`config.mk`:
```
export PLATFORM = sky130hd
export DESIGN_NAME = jis_to_sjis_euc_converter
export DESIGN_NICKNAME = d
export VERILOG_FILES = /design/src/hw/rtl/jse_pkg.sv /design/src/hw/rtl/jse_front.sv /design/src/hw/rtl/jse_fifo.sv /design/src/hw/rtl/jse_back.sv /design/src/hw/rtl/jis_to_sjis_euc_converter.sv
export VERILOG_INCLUDE_DIRS = /design/src /design/src/hw/rtl
export SDC_FILE = /design/constraint.sdc
export NUM_CORES = 1
export LEC_CHECK = 0
export ABC_AREA = 1
export BUFFER_PORTS_ARGS = -buffer_cell sky130_fd_sc_hd__buf_2
export CAP_MARGIN = 20
export CORE_MARGIN = 3
export CORE_UTILIZATION = 40
export DETAILED_ROUTE_END_ITERATION = 7
export GPL_ROUTABILITY_DRIVEN = 0
export PLACE_DENSITY = 0.66
export SETUP_SLACK_MARGIN = 0.1
export SLEW_MARGIN = 20
export SYNTH_ARGS = -nofsm -noshare
export SYNTH_HDL_FRONTEND = slang
export SYNTH_SLANG_ARGS = --single-unit
```
`constraint.sdc`:
```
create_clock -name clock -period 6 [get_ports clock]
set_input_delay 0.6 -clock clock [delete_from_list [all_inputs] [get_ports clock]]
set_output_delay 0.6 -clock clock [all_outputs]
set_load 0.05 [all_outputs]
```
`src/hw/rtl/assert_macros.svh`:
```
// ----------------------------------------------------------------------------
// assertion macros
// shared wrappers for concurrent checks on a synchronous, active-high reset
// ----------------------------------------------------------------------------
`ifndef ASSERT_MACROS_SVH
`define ASSERT_MACROS_SVH

// consequent holds in the same cycle as the antecedent
`define ASSERT_SAME(lbl, clk, rst, ante, cons, msg) \
   lbl: assert property (@(posedge clk) disable iff (rst) (ante) |-> (cons)) \
      else $error(msg);

// consequent holds in the cycle after the antecedent
`define ASSERT_NEXT(lbl, clk, rst, ante, cons, msg) \
   lbl: assert property (@(posedge clk) disable iff (rst) (ante) |=> (cons)) \
      else $error(msg);

`endif

```
`src/hw/rtl/jse_pkg.sv`:
```
// ----------------------------------------------------------------------------
// jse_pkg
// types, character codes and the hold-buffer step of the jis converter
// ----------------------------------------------------------------------------
`default_nettype none

package jse_pkg;

   localparam int MAX_RESULTS = 9;

   localparam logic [7:0] CH_ESC    = 8'h1b;
   localparam logic [7:0] CH_SO     = 8'h0e;
   localparam logic [7:0] CH_SI     = 8'h0f;
   localparam logic [7:0] CH_BS     = 8'h08;
   localparam logic [7:0] CH_BSL    = 8'h5c;
   localparam logic [7:0] CH_DOLLAR = 8'h24;
   localparam logic [7:0] CH_PAREN  = 8'h28;
   localparam logic [7:0] CH_KANA_I = 8'h49;
   localparam logic [7:0] CH_ZERO   = 8'h30;

   localparam logic [2:0] MODE_KANA  = 3'b001;
   localparam logic [2:0] MODE_KANJI = 3'b010;
   localparam logic [2:0] MODE_JKANA = 3'b100;

   localparam logic [1:0] DES_NONE   = 2'd0;
   localparam logic [1:0] DES_DOLLAR = 2'd1;
   localparam logic [1:0] DES_PAREN  = 2'd2;

   localparam logic [1:0] CSR_TARGET_CODE      = 2'd0;
   localparam logic [1:0] CSR_OCTAL_HIGH_BYTES = 2'd1;
   localparam logic [1:0] CSR_DOUBLE_BACKSLASH = 2'd2;
   localparam logic [1:0] CSR_DROP_BACKSPACE   = 2'd3;

   typedef struct packed {
      logic target_code;
      logic octal_high_bytes;
      logic double_backslash;
      logic drop_backspace;
   } cfg_type;

   // raw: put the low byte as is; otherwise convert hi/lo (hi zero for kana)
   typedef struct packed {
      logic       valid;
      logic       raw;
      logic [7:0] hi;
      logic [7:0] lo;
   } job_type;

   typedef struct packed {
      job_type job1;
      job_type job2;
   } entry_type;

   typedef struct packed {
      logic [1:0] count;
      logic [7:0] b0;
      logic [7:0] b1;
      logic [2:0] mode;
   } held_type;

   typedef struct packed {
      held_type held;
      job_type  job;
   } hold_result_type;

   typedef struct packed {
      logic full;
      logic empty;
   } fifo_status_type;

   typedef struct packed {
      logic [1:0] held_count;
   } front_status_type;

   typedef struct packed {
      logic [3:0] remaining;
   } back_status_type;

   typedef struct packed {
      logic [3:0][7:0] b;
      logic [2:0]      n;
   } piece_type;

   typedef struct packed {
      logic [8:0][7:0] bytes;
      logic [3:0]      n;
   } exp_type;

   // one step of the hold buffer: flush what may go, then hold the new byte
   function automatic hold_result_type hold_byte(held_type h, logic has, logic [7:0] b,
                                                 logic [2:0] sm);
      hold_result_type r;
      r.held = h;
      r.job  = '0;
      if (h.count == 2'd2) begin
         r.job.valid  = 1'b1;
         r.job.hi     = h.b0;
         r.job.lo     = h.b1;
         r.held.count = 2'd0;
      end else if (h.count == 2'd1) begin
         if ((h.mode & (MODE_KANA | MODE_JKANA)) != 3'b000) begin
            r.job.valid  = 1'b1;
            r.job.lo     = h.b0;
            r.held.count = 2'd0;
         end else if ((h.mode & MODE_KANJI) == 3'b000) begin
            r.job.valid  = 1'b1;
            r.job.raw    = 1'b1;
            r.job.lo     = h.b0;
            r.held.count = 2'd0;
         end
      end
      r.held.mode = sm;
      if (has && r.held.count < 2'd2) begin
         if (r.held.count == 2'd0) begin
            r.held.b0 = b;
         end else begin
            r.held.b1 = b;
         end
         r.held.count = r.held.count + 2'd1;
      end
      return r;
   endfunction

endpackage

`default_nettype wire

```
`src/hw/rtl/jse_front.sv`:
```
// ----------------------------------------------------------------------------
// jse_front
// escape/shift tracking and byte holding; emits up to two conversion jobs
// ----------------------------------------------------------------------------
`default_nettype none

module jse_front (
   input  wire logic                      clock,
   input  wire logic                      reset,
   input  wire logic                      in_valid,
   output logic                           in_ready,
   input  wire logic [7:0]                in_byte,
   input  wire logic                      in_eos,
   input  wire logic                      drop_bs,
   input  wire jse_pkg::fifo_status_type  fifo_stat,
   output logic                           push,
   output jse_pkg::entry_type             push_entry,
   output jse_pkg::front_status_type      stat
);

   logic [2:0]        shift_ff, shift_in;
   logic              esc_ff, esc_in;
   logic [1:0]        des_ff, des_in;
   jse_pkg::held_type held_ff, held_in;

   logic              accept;
   logic              rel;
   logic              clr;
   logic              q1_en, q1_has, q2_en;
   logic [7:0]        q1_b, q2_b;

   jse_pkg::hold_result_type r1, r2;

   assign in_ready = !fifo_stat.full;
   assign accept   = in_valid && in_ready;

   always_comb begin
      shift_in = shift_ff;
      esc_in   = esc_ff;
      des_in   = des_ff;
      rel      = 1'b0;
      clr      = 1'b0;
      q1_en    = 1'b0;
      q1_has   = 1'b1;
      q1_b     = in_byte;
      q2_en    = 1'b0;
      q2_b     = jse_pkg::CH_DOLLAR;
      if (in_eos) begin
         q1_en  = 1'b1;
         q1_has = 1'b0;
      end else if (in_byte == jse_pkg::CH_ESC) begin
         rel    = 1'b1;
         esc_in = 1'b1;
         des_in = jse_pkg::DES_NONE;
      end else if (in_byte == jse_pkg::CH_DOLLAR || in_byte == jse_pkg::CH_PAREN) begin
         if (!esc_ff) begin
            q1_en = (des_ff == jse_pkg::DES_NONE);
         end else begin
            shift_in = shift_ff & ~jse_pkg::MODE_JKANA;
            esc_in   = 1'b0;
            des_in   = (in_byte == jse_pkg::CH_DOLLAR) ? jse_pkg::DES_DOLLAR
                                                       : jse_pkg::DES_PAREN;
         end
      end else if (in_byte == jse_pkg::CH_SO || in_byte == jse_pkg::CH_SI) begin
         rel      = 1'b1;
         shift_in = (in_byte == jse_pkg::CH_SO) ? (shift_ff | jse_pkg::MODE_KANA)
                                                : (shift_ff & ~jse_pkg::MODE_KANA);
         esc_in   = 1'b0;
         des_in   = jse_pkg::DES_NONE;
      end else if (in_byte == jse_pkg::CH_BS && drop_bs) begin
         rel    = 1'b1;
         clr    = 1'b1;
         esc_in = 1'b0;
         des_in = jse_pkg::DES_NONE;
      end else begin
         if (esc_ff) begin
            q1_en = 1'b1;
            q1_b  = jse_pkg::CH_ESC;
         end else if (des_ff == jse_pkg::DES_DOLLAR) begin
            shift_in = shift_ff | jse_pkg::MODE_KANJI;
         end else if (des_ff == jse_pkg::DES_PAREN) begin
            shift_in = (in_byte == jse_pkg::CH_KANA_I) ? (shift_ff | jse_pkg::MODE_JKANA)
                                                       : (shift_ff & ~jse_pkg::MODE_KANJI);
         end else begin
            q1_en = 1'b1;
         end
         esc_in = 1'b0;
         des_in = jse_pkg::DES_NONE;
      end
      // cut-short escape or designator goes out as data
      if (rel) begin
         if (esc_ff) begin
            q1_en = 1'b1;
            q1_b  = jse_pkg::CH_ESC;
         end else if (des_ff != jse_pkg::DES_NONE) begin
            q1_en = 1'b1;
            q1_b  = jse_pkg::CH_ESC;
            q2_en = 1'b1;
            q2_b  = (des_ff == jse_pkg::DES_DOLLAR) ? jse_pkg::CH_DOLLAR : jse_pkg::CH_PAREN;
         end
      end
   end

   always_comb begin
      if (q1_en) begin
         r1 = jse_pkg::hold_byte(held_ff, q1_has, q1_b, shift_ff);
      end else begin
         r1.held = held_ff;
         r1.job  = '0;
      end
      if (q2_en) begin
         r2 = jse_pkg::hold_byte(r1.held, 1'b1, q2_b, shift_ff);
      end else begin
         r2.held = r1.held;
         r2.job  = '0;
      end
      held_in = r2.held;
      if (clr) begin
         held_in.count = 2'd0;
         held_in.mode  = 3'b000;
      end
   end

   assign push            = accept && (r1.job.valid || r2.job.valid);
   assign push_entry.job1 = r1.job;
   assign push_entry.job2 = r2.job;
   assign stat.held_count = held_ff.count;

   always_ff @(posedge clock) begin
      if (reset) begin
         shift_ff      <= 3'b000;
         esc_ff        <= 1'b0;
         des_ff        <= jse_pkg::DES_NONE;
         held_ff.count <= 2'd0;
         held_ff.mode  <= 3'b000;
      end else if (accept) begin
         shift_ff <= shift_in;
         esc_ff   <= esc_in;
         des_ff   <= des_in;
         held_ff  <= held_in;
      end
   end

endmodule

`default_nettype wire

```
`src/hw/rtl/jse_fifo.sv`:
```
// ----------------------------------------------------------------------------
// jse_fifo
// short job queue between the front and back parts
// ----------------------------------------------------------------------------
`default_nettype none

module jse_fifo #(
   parameter int DEPTH = 4
) (
   input  wire logic                     clock,
   input  wire logic                     reset,
   input  wire logic                     push,
   input  wire jse_pkg::entry_type       push_entry,
   input  wire logic                     pop,
   output jse_pkg::entry_type            pop_entry,
   output jse_pkg::fifo_status_type      stat
);

   localparam int AW = (DEPTH > 1) ? $clog2(DEPTH) : 1;
   localparam int CW = $clog2(DEPTH + 1);

   jse_pkg::entry_type entries_ff [DEPTH];
   logic [AW-1:0]      wr_ptr_ff, wr_ptr_in;
   logic [AW-1:0]      rd_ptr_ff, rd_ptr_in;
   logic [CW-1:0]      count_ff, count_in;
   logic               do_push, do_pop;

   assign stat.full  = (count_ff == CW'(DEPTH));
   assign stat.empty = (count_ff == '0);
   assign do_push    = push && !stat.full;
   assign do_pop     = pop && !stat.empty;
   assign pop_entry  = entries_ff[rd_ptr_ff];

   always_comb begin
      wr_ptr_in = wr_ptr_ff;
      rd_ptr_in = rd_ptr_ff;
      count_in  = count_ff;
      if (do_push) begin
         wr_ptr_in = (wr_ptr_ff == AW'(DEPTH - 1)) ? '0 : wr_ptr_ff + AW'(1);
      end
      if (do_pop) begin
         rd_ptr_in = (rd_ptr_ff == AW'(DEPTH - 1)) ? '0 : rd_ptr_ff + AW'(1);
      end
      if (do_push && !do_pop) begin
         count_in = count_ff + CW'(1);
      end else if (do_pop && !do_push) begin
         count_in = count_ff - CW'(1);
      end
   end

   always_ff @(posedge clock) begin
      if (reset) begin
         wr_ptr_ff <= '0;
         rd_ptr_ff <= '0;
         count_ff  <= '0;
      end else begin
         wr_ptr_ff <= wr_ptr_in;
         rd_ptr_ff <= rd_ptr_in;
         count_ff  <= count_in;
      end
   end

   always_ff @(posedge clock) begin
      if (do_push) begin
         entries_ff[wr_ptr_ff] <= push_entry;
      end
   end

endmodule

`default_nettype wire

```
`src/hw/rtl/jse_back.sv`:
```
// ----------------------------------------------------------------------------
// jse_back
// code conversion of queued jobs and byte-wise output serialiser
// ----------------------------------------------------------------------------
`default_nettype none

module jse_back (
   input  wire logic                     clock,
   input  wire logic                     reset,
   input  wire jse_pkg::cfg_type         cfg,
   input  wire jse_pkg::fifo_status_type fifo_stat,
   input  wire jse_pkg::entry_type       pop_entry,
   output logic                          pop,
   output logic                          out_valid,
   input  wire logic                     out_ready,
   output logic [7:0]                    out_byte,
   output logic                          out_last,
   output jse_pkg::back_status_type      stat
);

   function automatic jse_pkg::piece_type code_piece(logic [8:0] v, logic octal);
      jse_pkg::piece_type p;
      p = '0;
      if (octal && v[7]) begin
         p.b[0] = jse_pkg::CH_BSL;
         p.b[1] = jse_pkg::CH_ZERO | {5'b00000, v[8:6]};
         p.b[2] = jse_pkg::CH_ZERO | {5'b00000, v[5:3]};
         p.b[3] = jse_pkg::CH_ZERO | {5'b00000, v[2:0]};
         p.n    = 3'd4;
      end else begin
         p.b[0] = v[7:0];
         p.n    = 3'd1;
      end
      return p;
   endfunction

   function automatic jse_pkg::exp_type expand(jse_pkg::job_type j, jse_pkg::cfg_type c);
      logic [8:0]         a;
      logic [8:0]         b;
      logic [7:0]         hm1;
      logic [8:0]         boff;
      logic [8:0]         abase;
      logic               nx;
      logic               plain;
      logic [3:0]         na, nab, pp, q;
      jse_pkg::piece_type pa, pb;
      jse_pkg::exp_type   e;
      e     = '0;
      a     = '0;
      b     = '0;
      pa    = '0;
      pb    = '0;
      nx    = 1'b0;
      hm1   = j.hi - 8'd1;
      plain = (j.lo <= 8'h20) || (j.lo >= 8'h60);
      abase = (j.hi < 8'h5f) ? 9'h071 : 9'h0b1;
      boff  = j.hi[0] ? ((j.lo < 8'h60) ? 9'h01f : 9'h020) : 9'h07e;
      if (j.valid) begin
         if (j.raw) begin
            pa = code_piece({1'b0, j.lo}, c.octal_high_bytes);
         end else begin
            if (c.target_code) begin
               if (j.hi != 8'h00) begin
                  a = {1'b0, j.hi | 8'h80};
                  b = {1'b0, j.lo | 8'h80};
               end else if (plain) begin
                  b = {1'b0, j.lo};
               end else begin
                  a = 9'h08e;
                  b = {1'b0, j.lo | 8'h80};
               end
            end else begin
               if (j.hi != 8'h00) begin
                  a = {2'b00, hm1[7:1]} + abase;
                  b = {1'b0, j.lo} + boff;
               end else if (plain) begin
                  b = {1'b0, j.lo};
               end else begin
                  b = {1'b0, j.lo | 8'h80};
               end
            end
            if (a != 9'h000) begin
               pa = code_piece(a, c.octal_high_bytes);
            end
            if (b != 9'h000) begin
               pb = code_piece(b, c.octal_high_bytes);
            end
            nx = (b == {1'b0, jse_pkg::CH_BSL}) && (c.double_backslash || c.octal_high_bytes);
         end
         na  = {1'b0, pa.n};
         nab = na + {1'b0, pb.n};
         for (int p = 0; p < 9; p++) begin
            pp = 4'(p);
            q  = pp - na;
            if (pp < na) begin
               e.bytes[p] = pa.b[pp[1:0]];
            end else if (pp < nab) begin
               e.bytes[p] = pb.b[q[1:0]];
            end else begin
               e.bytes[p] = jse_pkg::CH_BSL;
            end
         end
         e.n = nab + {3'b000, nx};
      end
      return e;
   endfunction

   logic             exp_valid_ff, exp_valid_in;
   jse_pkg::exp_type exp1_ff, exp2_ff;
   logic [8:0][7:0]  ser_bytes_ff, ser_bytes_in;
   logic [3:0]       ser_cnt_ff, ser_cnt_in;
   logic             ser_free, ser_load, exp_free, xfer;
   logic [4:0]       total;
   logic [3:0]       pp, q;

   assign xfer      = out_valid && out_ready;
   assign ser_free  = (ser_cnt_ff == 4'd0) || ((ser_cnt_ff == 4'd1) && out_ready);
   assign ser_load  = exp_valid_ff && ser_free;
   assign exp_free  = !exp_valid_ff || ser_load;
   assign pop       = !fifo_stat.empty && exp_free;
   assign out_valid = (ser_cnt_ff != 4'd0);
   assign out_byte  = ser_bytes_ff[0];
   assign out_last  = (ser_cnt_ff == 4'd1);
   assign stat.remaining = ser_cnt_ff;

   assign exp_valid_in = pop ? 1'b1 : (ser_load ? 1'b0 : exp_valid_ff);
   assign total        = {1'b0, exp1_ff.n} + {1'b0, exp2_ff.n};

   always_comb begin
      ser_bytes_in = ser_bytes_ff;
      ser_cnt_in   = ser_cnt_ff;
      pp           = '0;
      q            = '0;
      if (ser_load) begin
         for (int p = 0; p < 9; p++) begin
            pp = 4'(p);
            q  = pp - exp1_ff.n;
            if (pp < exp1_ff.n) begin
               ser_bytes_in[p] = exp1_ff.bytes[pp];
            end else begin
               ser_bytes_in[p] = exp2_ff.bytes[q];
            end
         end
         ser_cnt_in = (total > 5'(jse_pkg::MAX_RESULTS)) ? 4'(jse_pkg::MAX_RESULTS)
                                                         : total[3:0];
      end else if (xfer) begin
         ser_bytes_in = {8'h00, ser_bytes_ff[8:1]};
         ser_cnt_in   = ser_cnt_ff - 4'd1;
      end
   end

   always_ff @(posedge clock) begin
      if (reset) begin
         exp_valid_ff <= 1'b0;
         ser_cnt_ff   <= 4'd0;
      end else begin
         exp_valid_ff <= exp_valid_in;
         ser_cnt_ff   <= ser_cnt_in;
      end
   end

   always_ff @(posedge clock) begin
      ser_bytes_ff <= ser_bytes_in;
      if (pop) begin
         exp1_ff <= expand(pop_entry.job1, cfg);
         exp2_ff <= expand(pop_entry.job2, cfg);
      end
   end

endmodule

`default_nettype wire

```
`src/hw/rtl/jis_to_sjis_euc_converter.sv`:
```
// path: an input's jobs pass the job queue, the expand registers and the output serialiser
// throughput: one input byte per cycle into the front while the job queue is not full;
//   the output serialiser moves one byte per cycle while rsp_tready is high, n = 0..9 per input
// the job queue absorbs bursts between the two sides
// reset: synchronous; clears shift, escape and hold state, configuration to 0
// ----------------------------------------------------------------------------
// jis_to_sjis_euc_converter
// iso-2022-jp byte stream to shift-jis or euc-jp conversion, top level
// ----------------------------------------------------------------------------
`default_nettype none

`include "assert_macros.svh"

module jis_to_sjis_euc_converter #(
   parameter int FIFO_DEPTH = 4
) (
   input  wire logic       clock,
   input  wire logic       reset,
   input  wire logic       req_tvalid,
   output logic            req_tready,
   input  wire logic [7:0] req_tdata,   // [7:0] in_byte
   input  wire logic       req_tuser,   // [0] end_of_stream
   output logic            rsp_tvalid,
   input  wire logic       rsp_tready,
   output logic [7:0]      rsp_tdata,   // [7:0] out_byte
   output logic            rsp_tlast,
   input  wire logic       csr_we,
   input  wire logic [1:0] csr_index,
   input  wire logic       csr_wdata
);

   jse_pkg::cfg_type          cfg_ff, cfg_in;
   jse_pkg::fifo_status_type  fifo_stat;
   jse_pkg::front_status_type front_stat;
   jse_pkg::back_status_type  back_stat;
   jse_pkg::entry_type        push_entry, pop_entry;
   logic                      push, pop;

   always_comb begin
      cfg_in = cfg_ff;
      if (csr_we) begin
         case (csr_index)
            jse_pkg::CSR_TARGET_CODE:      cfg_in.target_code      = csr_wdata;
            jse_pkg::CSR_OCTAL_HIGH_BYTES: cfg_in.octal_high_bytes = csr_wdata;
            jse_pkg::CSR_DOUBLE_BACKSLASH: cfg_in.double_backslash = csr_wdata;
            jse_pkg::CSR_DROP_BACKSPACE:   cfg_in.drop_backspace   = csr_wdata;
            default:                       cfg_in = cfg_ff;
         endcase
      end
   end

   always_ff @(posedge clock) begin
      if (reset) begin
         cfg_ff <= '0;
      end else begin
         cfg_ff <= cfg_in;
      end
   end

   jse_front u_front (
      .clock      (clock),
      .reset      (reset),
      .in_valid   (req_tvalid),
      .in_ready   (req_tready),
      .in_byte    (req_tdata),
      .in_eos     (req_tuser),
      .drop_bs    (cfg_ff.drop_backspace),
      .fifo_stat  (fifo_stat),
      .push       (push),
      .push_entry (push_entry),
      .stat       (front_stat)
   );

   jse_fifo #(
      .DEPTH (FIFO_DEPTH)
   ) u_fifo (
      .clock      (clock),
      .reset      (reset),
      .push       (push),
      .push_entry (push_entry),
      .pop        (pop),
      .pop_entry  (pop_entry),
      .stat       (fifo_stat)
   );

   jse_back u_back (
      .clock     (clock),
      .reset     (reset),
      .cfg       (cfg_ff),
      .fifo_stat (fifo_stat),
      .pop_entry (pop_entry),
      .pop       (pop),
      .out_valid (rsp_tvalid),
      .out_ready (rsp_tready),
      .out_byte  (rsp_tdata),
      .out_last  (rsp_tlast),
      .stat      (back_stat)
   );

   `ASSERT_SAME(a_no_push_full, clock, reset, push, !fifo_stat.full, "job pushed into full queue")
   `ASSERT_SAME(a_held_bound, clock, reset, 1'b1, front_stat.held_count != 2'd3, "hold overflow")
   `ASSERT_SAME(a_rsp_bound, clock, reset, rsp_tvalid,
                back_stat.remaining <= 4'(jse_pkg::MAX_RESULTS), "too many results")
   `ASSERT_NEXT(a_pop_nonempty, clock, reset, pop && !push && fifo_stat.full, !fifo_stat.full,
                "queue not drained on pop")

endmodule

`default_nettype wire
```
**After elaboration in Yosys (flattened, before gate mapping)**

Memories as Yosys holds them, arrays and structs flattened. A register that Yosys moved wholly into a read port is not among the register bits.
Index checks and enable logic that the tools add are counted.

- Output and inout bits: 11
- Flip-flop bits (word level): 267
- Bits in latches: 0
- Bits in read-only memories: 0
- Bits of input ports: 17
- Memories kept: 1
- Bits in writable memories: 144
- Logic and storage cells: 555

- Multiplexer cells: 274
- Divide/modulo/power cells: 0
- Multipliers: 0
- Add/sub/neg operators: 45
- Reduce and logical (&&, ||, !) cells: 69
- Order comparisons: 81
- Shifts and indexed selects: 0
- Equality and inequality tests: 29
- Bitwise gates (word level): 7

Memories:

| name | words | bits a word | read ports | clocked after Yosys merged registers in | wr ports | RTL line | source |
|---|---|---|---|---|---|---|---|
| u_fifo.entries_ff | 4 | 36 | 1 | 1 | 1 | jse_fifo.sv:22 | `jse_pkg::entry_type entries_ff [DEPTH];` |

Operators by type and width:

| operator | count |
|---|---|
| 2-to-1 mux 8 bit | 100 |
| 2-to-1 mux 35 bit | 16 |
| binary-select mux 8 bit (select 2 bit) | 18 |
| binary-select mux 8 bit (select 4 bit) | 9 |
| 2-to-1 mux 9 bit | 26 |
| 2-to-1 mux 72 bit | 2 |
| 2-to-1 mux 22 bit | 6 |
| 2-to-1 mux 39 bit | 2 |
| 2-to-1 mux 11 bit | 6 |
| < comparator 2 x 3 -> 1 bit (second input constant) | 18 |
| < comparator 3 x 4 -> 1 bit (first input constant) | 12 |
| 2-to-1 mux 2 bit | 23 |
| < comparator 4 x 5 -> 1 bit (second input constant) | 9 |
| 2-to-1 mux 1 bit | 45 |
| 2-to-1 mux 18 bit | 2 |
| nonzero test 9 bit | 4 |
| 2-to-1 mux 3 bit | 11 |
| < comparator 8 x 7 -> 1 bit (second input constant) | 4 |
| == test 8 x 4 -> 1 bit (second input constant) | 3 |
| < comparator 1 x 4 -> 1 bit (first input constant) | 6 |
| < comparator 2 x 4 -> 1 bit (first input constant) | 6 |
| logical AND 1 bit | 20 |
| subtractor 1 x 2 -> 2 bit (first input constant) | 10 |
| adder 7 x 9 -> 9 bit | 2 |
| other kinds (52) | 145 |

**Logic depth before layout (Yosys ltp)**

- Word-level depth: 34
- Gate-level depth with buffers: 32
- Gate-level depth less buffers: 30

**Cells and area by module**

A second synthesis with hierarchy kept.

- Cells, all modules: 2,982
- Area total of the unflattened synthesis: 24,389.6 um^2

By module, submodules not included:

| module | cells each | area each (um^2) | instances | seq. area each (um^2) |
|---|---|---|---|---|
| jse_back | 2,180 | 15,962.8 | 1 | 6,406.1 |
| jse_fifo | 419 | 5,871.9 | 1 | 4,504.3 |
| jse_front | 352 | 2,367.3 | 1 | 700.7 |
| jis_to_sjis_euc_converter | 31 | 187.7 | 1 | 80.1 |

**Least setup slack after synthesis**

Ideal clock, no wire load.

- Path type: register to register
- From: register u_back.ser_cnt_ff[1], in the netlist u_back.stat[1]
- To: register (tool-made name)
- Cell stages (with the launch flop): 10
- Arrival: 5,300 ps
- Path slack: 567 ps
- Required time: 5,867 ps
- Buffers on the path: 0
- Library setup time: 133 ps
- Clock period less this slack: 5,433 ps
- Path through: dfxtp_1 inv_1 ha_1 nor3b_1 nand2_1 nand3_1 nand2_1 inv_1 o21ai_0 o211a_1

RTL lines:

| element | RTL line | source |
|---|---|---|
| start: declaration | jse_back.sv:111 | `logic [3:0] ser_cnt_ff, ser_cnt_in;` |
| start signal: assignment | jse_back.sv:158 | `ser_cnt_ff <= ser_cnt_in;` |

==> results.py <==
metrics = {
    "clock_tree": {
        "cts_post_setup_buffers_inserted": 0,
        "clock_pin_slew_reported_for_the_worst_setup_and_hold_paths_after_clock_tree_synthesis_ns": 0.06,
        "clock_sink_count": 392,
        "root_buffer": "clkbuf_16",
        "cts-htree-levels": 2,
        "clock_path_buffers": 3,
        "post_cts_hold_buffer_count": 0,
        "cts_repair_resize_count": 0,
        "number_of_cts_inserted_buffers": 43,
        "clock_latency_ns": 0.57,
        "cts_tree": "done",
    },
    "synth": {
        "syn_area_mm2": 0.0241,
        "synth-edff-count": 363,
        "flops_latches_synth": 392,
        "most_frequently_used_cell_type_in_the_post_synthesis_netlist": "nand2_1",
        "synth.yosys.warnings": 0,
        "ys_types": 65,
        "synth.area.top_cells": "edfxtp_1 45%, nand2_1 13%, a21oi_1 4.9%, inv_1 4.9%, o21ai_0 4.5%",
        "synth_sequential_area_ratio_pct": 47.6,
        "ys_async_sr_fraction_pct": 0,
        "postSynthAreaPerCell_um2": 8.05,
        "synth.top_cell.area_share_pct": 45.2,
        "synthTopCellsByCount": "805 x nand2_1, 363 x edfxtp_1, 314 x inv_1",
        "synth_top_flop_cell": "edfxtp_1",
        "synth_area_leader_cell": "edfxtp_1",
        "synthCells": 2995,
    },
    "worst_setup_path": {
        "worst-path-max-fanout": 73,
        "endpoint_kind": "register",
        "critical-path-top-cell-by-count": "nor2_1",
        "timing.setup.critical_path_class": "register to register",
        "worst_path_max_delay_cell": "buf_4",
        "worst-endpoint-arrival_ns": 5.28,
        "rrSetupSlack_ns": 1.03,
        "crit_required_ns": 6.31,
        "critical_path_launch_point_type": "register",
        "worst_path_buf_inv": 6,
        "crit_family": "simple AND/OR/NAND/NOR gates",
        "regToRegEndpoint": "u_back.exp2_ff[12]",
        "cpPeakStageDelay_ns": 0.61,
        "worst_r2r_path_depth": 29,
    },
    "place": {
        "placement.io_buffers": 27,
        "detailedPlacementHpwl_mm": 48.3,
    },
    "drt": {
        "post-route-drc-count": 0,
        "wirelength_mm": 67.3,
        "final_antenna_net_count": 0,
        "drt_pre_antenna_iters": 5,
        "num_vias": 20518,
        "first_iter_violations": 1968,
        "vias_per_cell": 5.43,
        "avgRoutedWirePerCell_um": 17.8,
    },
    "grt": {
        "groute.usage.overall_pct": 20.9,
        "overflow": 0,
        "initial_antenna_violation_count": 1,
        "first_global_vias": 18920,
        "grt_start_max_net_pins": 97,
        "grt_pass1_wl_mm": 105,
    },
    "worst_hold_path": {
        "min_delay_worst_endpoint": "u_front.shift_ff[0]",
        "critical_hold_path_startpoint": "req_tdata[0]",
        "hold_path_depth": 2,
        "holdCritPathClass": "input pin to register",
    },
    "die": {
        "pin_count": 28,
        "die_area_mm2": 0.0633,
        "core-area_mm2": 0.0594,
        "start_util_pct": 40.6,
        "floorplan.die.height_um": 252,
        "horiz_die_dim_um": 252,
        "placement_rows": 89,
    },
    "cells_and_area": {
        "syn_to_layout_area_delta_pct": 9.03,
        "drive_gt1_share_pct": 8.52,
        "final_nets": 3062,
    },
    "timing": {
        "fmax_ghz": 0.201,
        "maxSlewHeadroom_pct": 26.4,
        "post-route-period-util_pct": 82.8,
        "total_negative_slack_ns": 0,
        "finalHoldViolations": 0,
        "post-route-min-period_ns": 4.97,
        "report.final.setup_viol": 0,
        "timing.final.max_slew_violations": 0,
        "tightestPinTransition_ns": 1.09,
        "layout_skew_ns": 0.0201,
        "rsz_0062_raised_after_global_routing": "no",
    },
    "run": {
        "max_cap_viol_count": 0,
    },
    "status": {
        "outcome": "completed",
    },
}
[cell families after synthesis]
logic type	Yosys count	synth area share, %
other cells	1	0.0156
mux	10	0.420
compound gates	612	14.1
buf+inv	482	8.41
xor+xnor	19	0.690
fa+ha+maj	73	3.97
flops	392	47.6
simple gates	1406	24.8
[metal layers]
metal  global-route usage, %  up-vias  part of all wire, %
met3                    2.81      138                  6.5
met2                    33.9      802                   46
li1                        -    10049                    -
met4                    9.35        0                  4.2
met1                    28.0     9529                   43
met5                       0        -                    0
[metrics by stage]
stage	hold WS (ns)	area [um2]	worst slack (ns)	utilization (%)	std cells
2_1_floorplan	0.431	24100	0.567	-	2998
3_3_place_gp	0.447	24800	1.19	41.8	3699
3_5_place_dp	0.450	24800	1.09	41.8	3699
4_1_cts	0.257	26300	1.09	44.3	3777
5_1_grt	0.263	26300	0.432	44.3	3778
6_report	0.282	26300	1.03	44.3	3779
[flip-flops by register name (all words and copies together), names as in the netlist, 2 cells and up, named ones only]
signal,count
u_fifo.entries_ff,144
u_back.exp2_ff,66
u_back.exp1_ff,65
u_back.ser_bytes_ff,64
u_front.held_ff,19
u_back.out_byte,8
cfg_ff,4
u_back.stat,4
u_fifo.count_ff,3
u_front.shift_ff,3
u_fifo.rd_ptr_ff,2
u_fifo.wr_ptr_ff,2
u_front.des_ff,2
u_front.stat,2
[placed cells by master, fill, tap and decap left out, types with 7 or more instances in the layout]
master,Yosys,layout
edfxtp_1,363,363
nor2_1,235,231
clkinv_1,9,14
inv_2,26,26
o21ai_1,28,28
o22ai_1,15,15
o211ai_1,18,18
nor4_1,10,10
nand3_1,210,210
nor2_2,15,15
inv_1,314,313
ha_1,67,67
a31oi_1,28,28
a21oi_1,237,237
mux2i_1,9,9
buf_2,14,27
nand2_1,805,804
nor2_4,7,11
nor3_1,48,47
nand2_2,30,31
nand4_1,11,11
dfxtp_1,29,28
buf_4,16,34
clkbuf_1,78,9
clkbuf_16,0,44
o21ai_2,7,7
or2_2,13,13
a211oi_1,16,16
o21ai_0,219,219
xor2_1,13,12
[worst max-delay path by stage]
stage               slack [ns]  cells after the start            from            endpoint
floorplan                 0.57                      9  u_back.stat[1]            register
global placement          1.19                     26        register  u_back.exp2_ff[12]
detailed placement        1.09                     26        register  u_back.exp2_ff[12]
CTS                       1.09                     26        register  u_back.exp2_ff[12]
global route              0.43                     26        register  u_back.exp2_ff[12]
finish                    1.03                     29        register  u_back.exp2_ff[12]
[worst reg2reg max path: cells and delay by family, from the launching register on]
kind / cells / cell delay [ns]
compound gates: 7 / 1.23
fa+ha+maj: 3 / 0.78
buf+inv: 6 / 0.99
flops: 1 / 0.33
simple gates: 13 / 1.41
[final cells by class]
cell class	instances	area, um2
Clock inverter	25	313
Timing Repair Buffer	62	410
Fill cell	5815	33100
Antenna cell	1	2.50
Clock buffer	53	1130
Multi-Input combinational cell	2124	10700
Sequential cell	392	11500
Inverter	349	1320
Tap cell	773	967
Power is not shown: default switching activity piles up to over one toggle a cycle in this logic, so the estimate is an artifact.
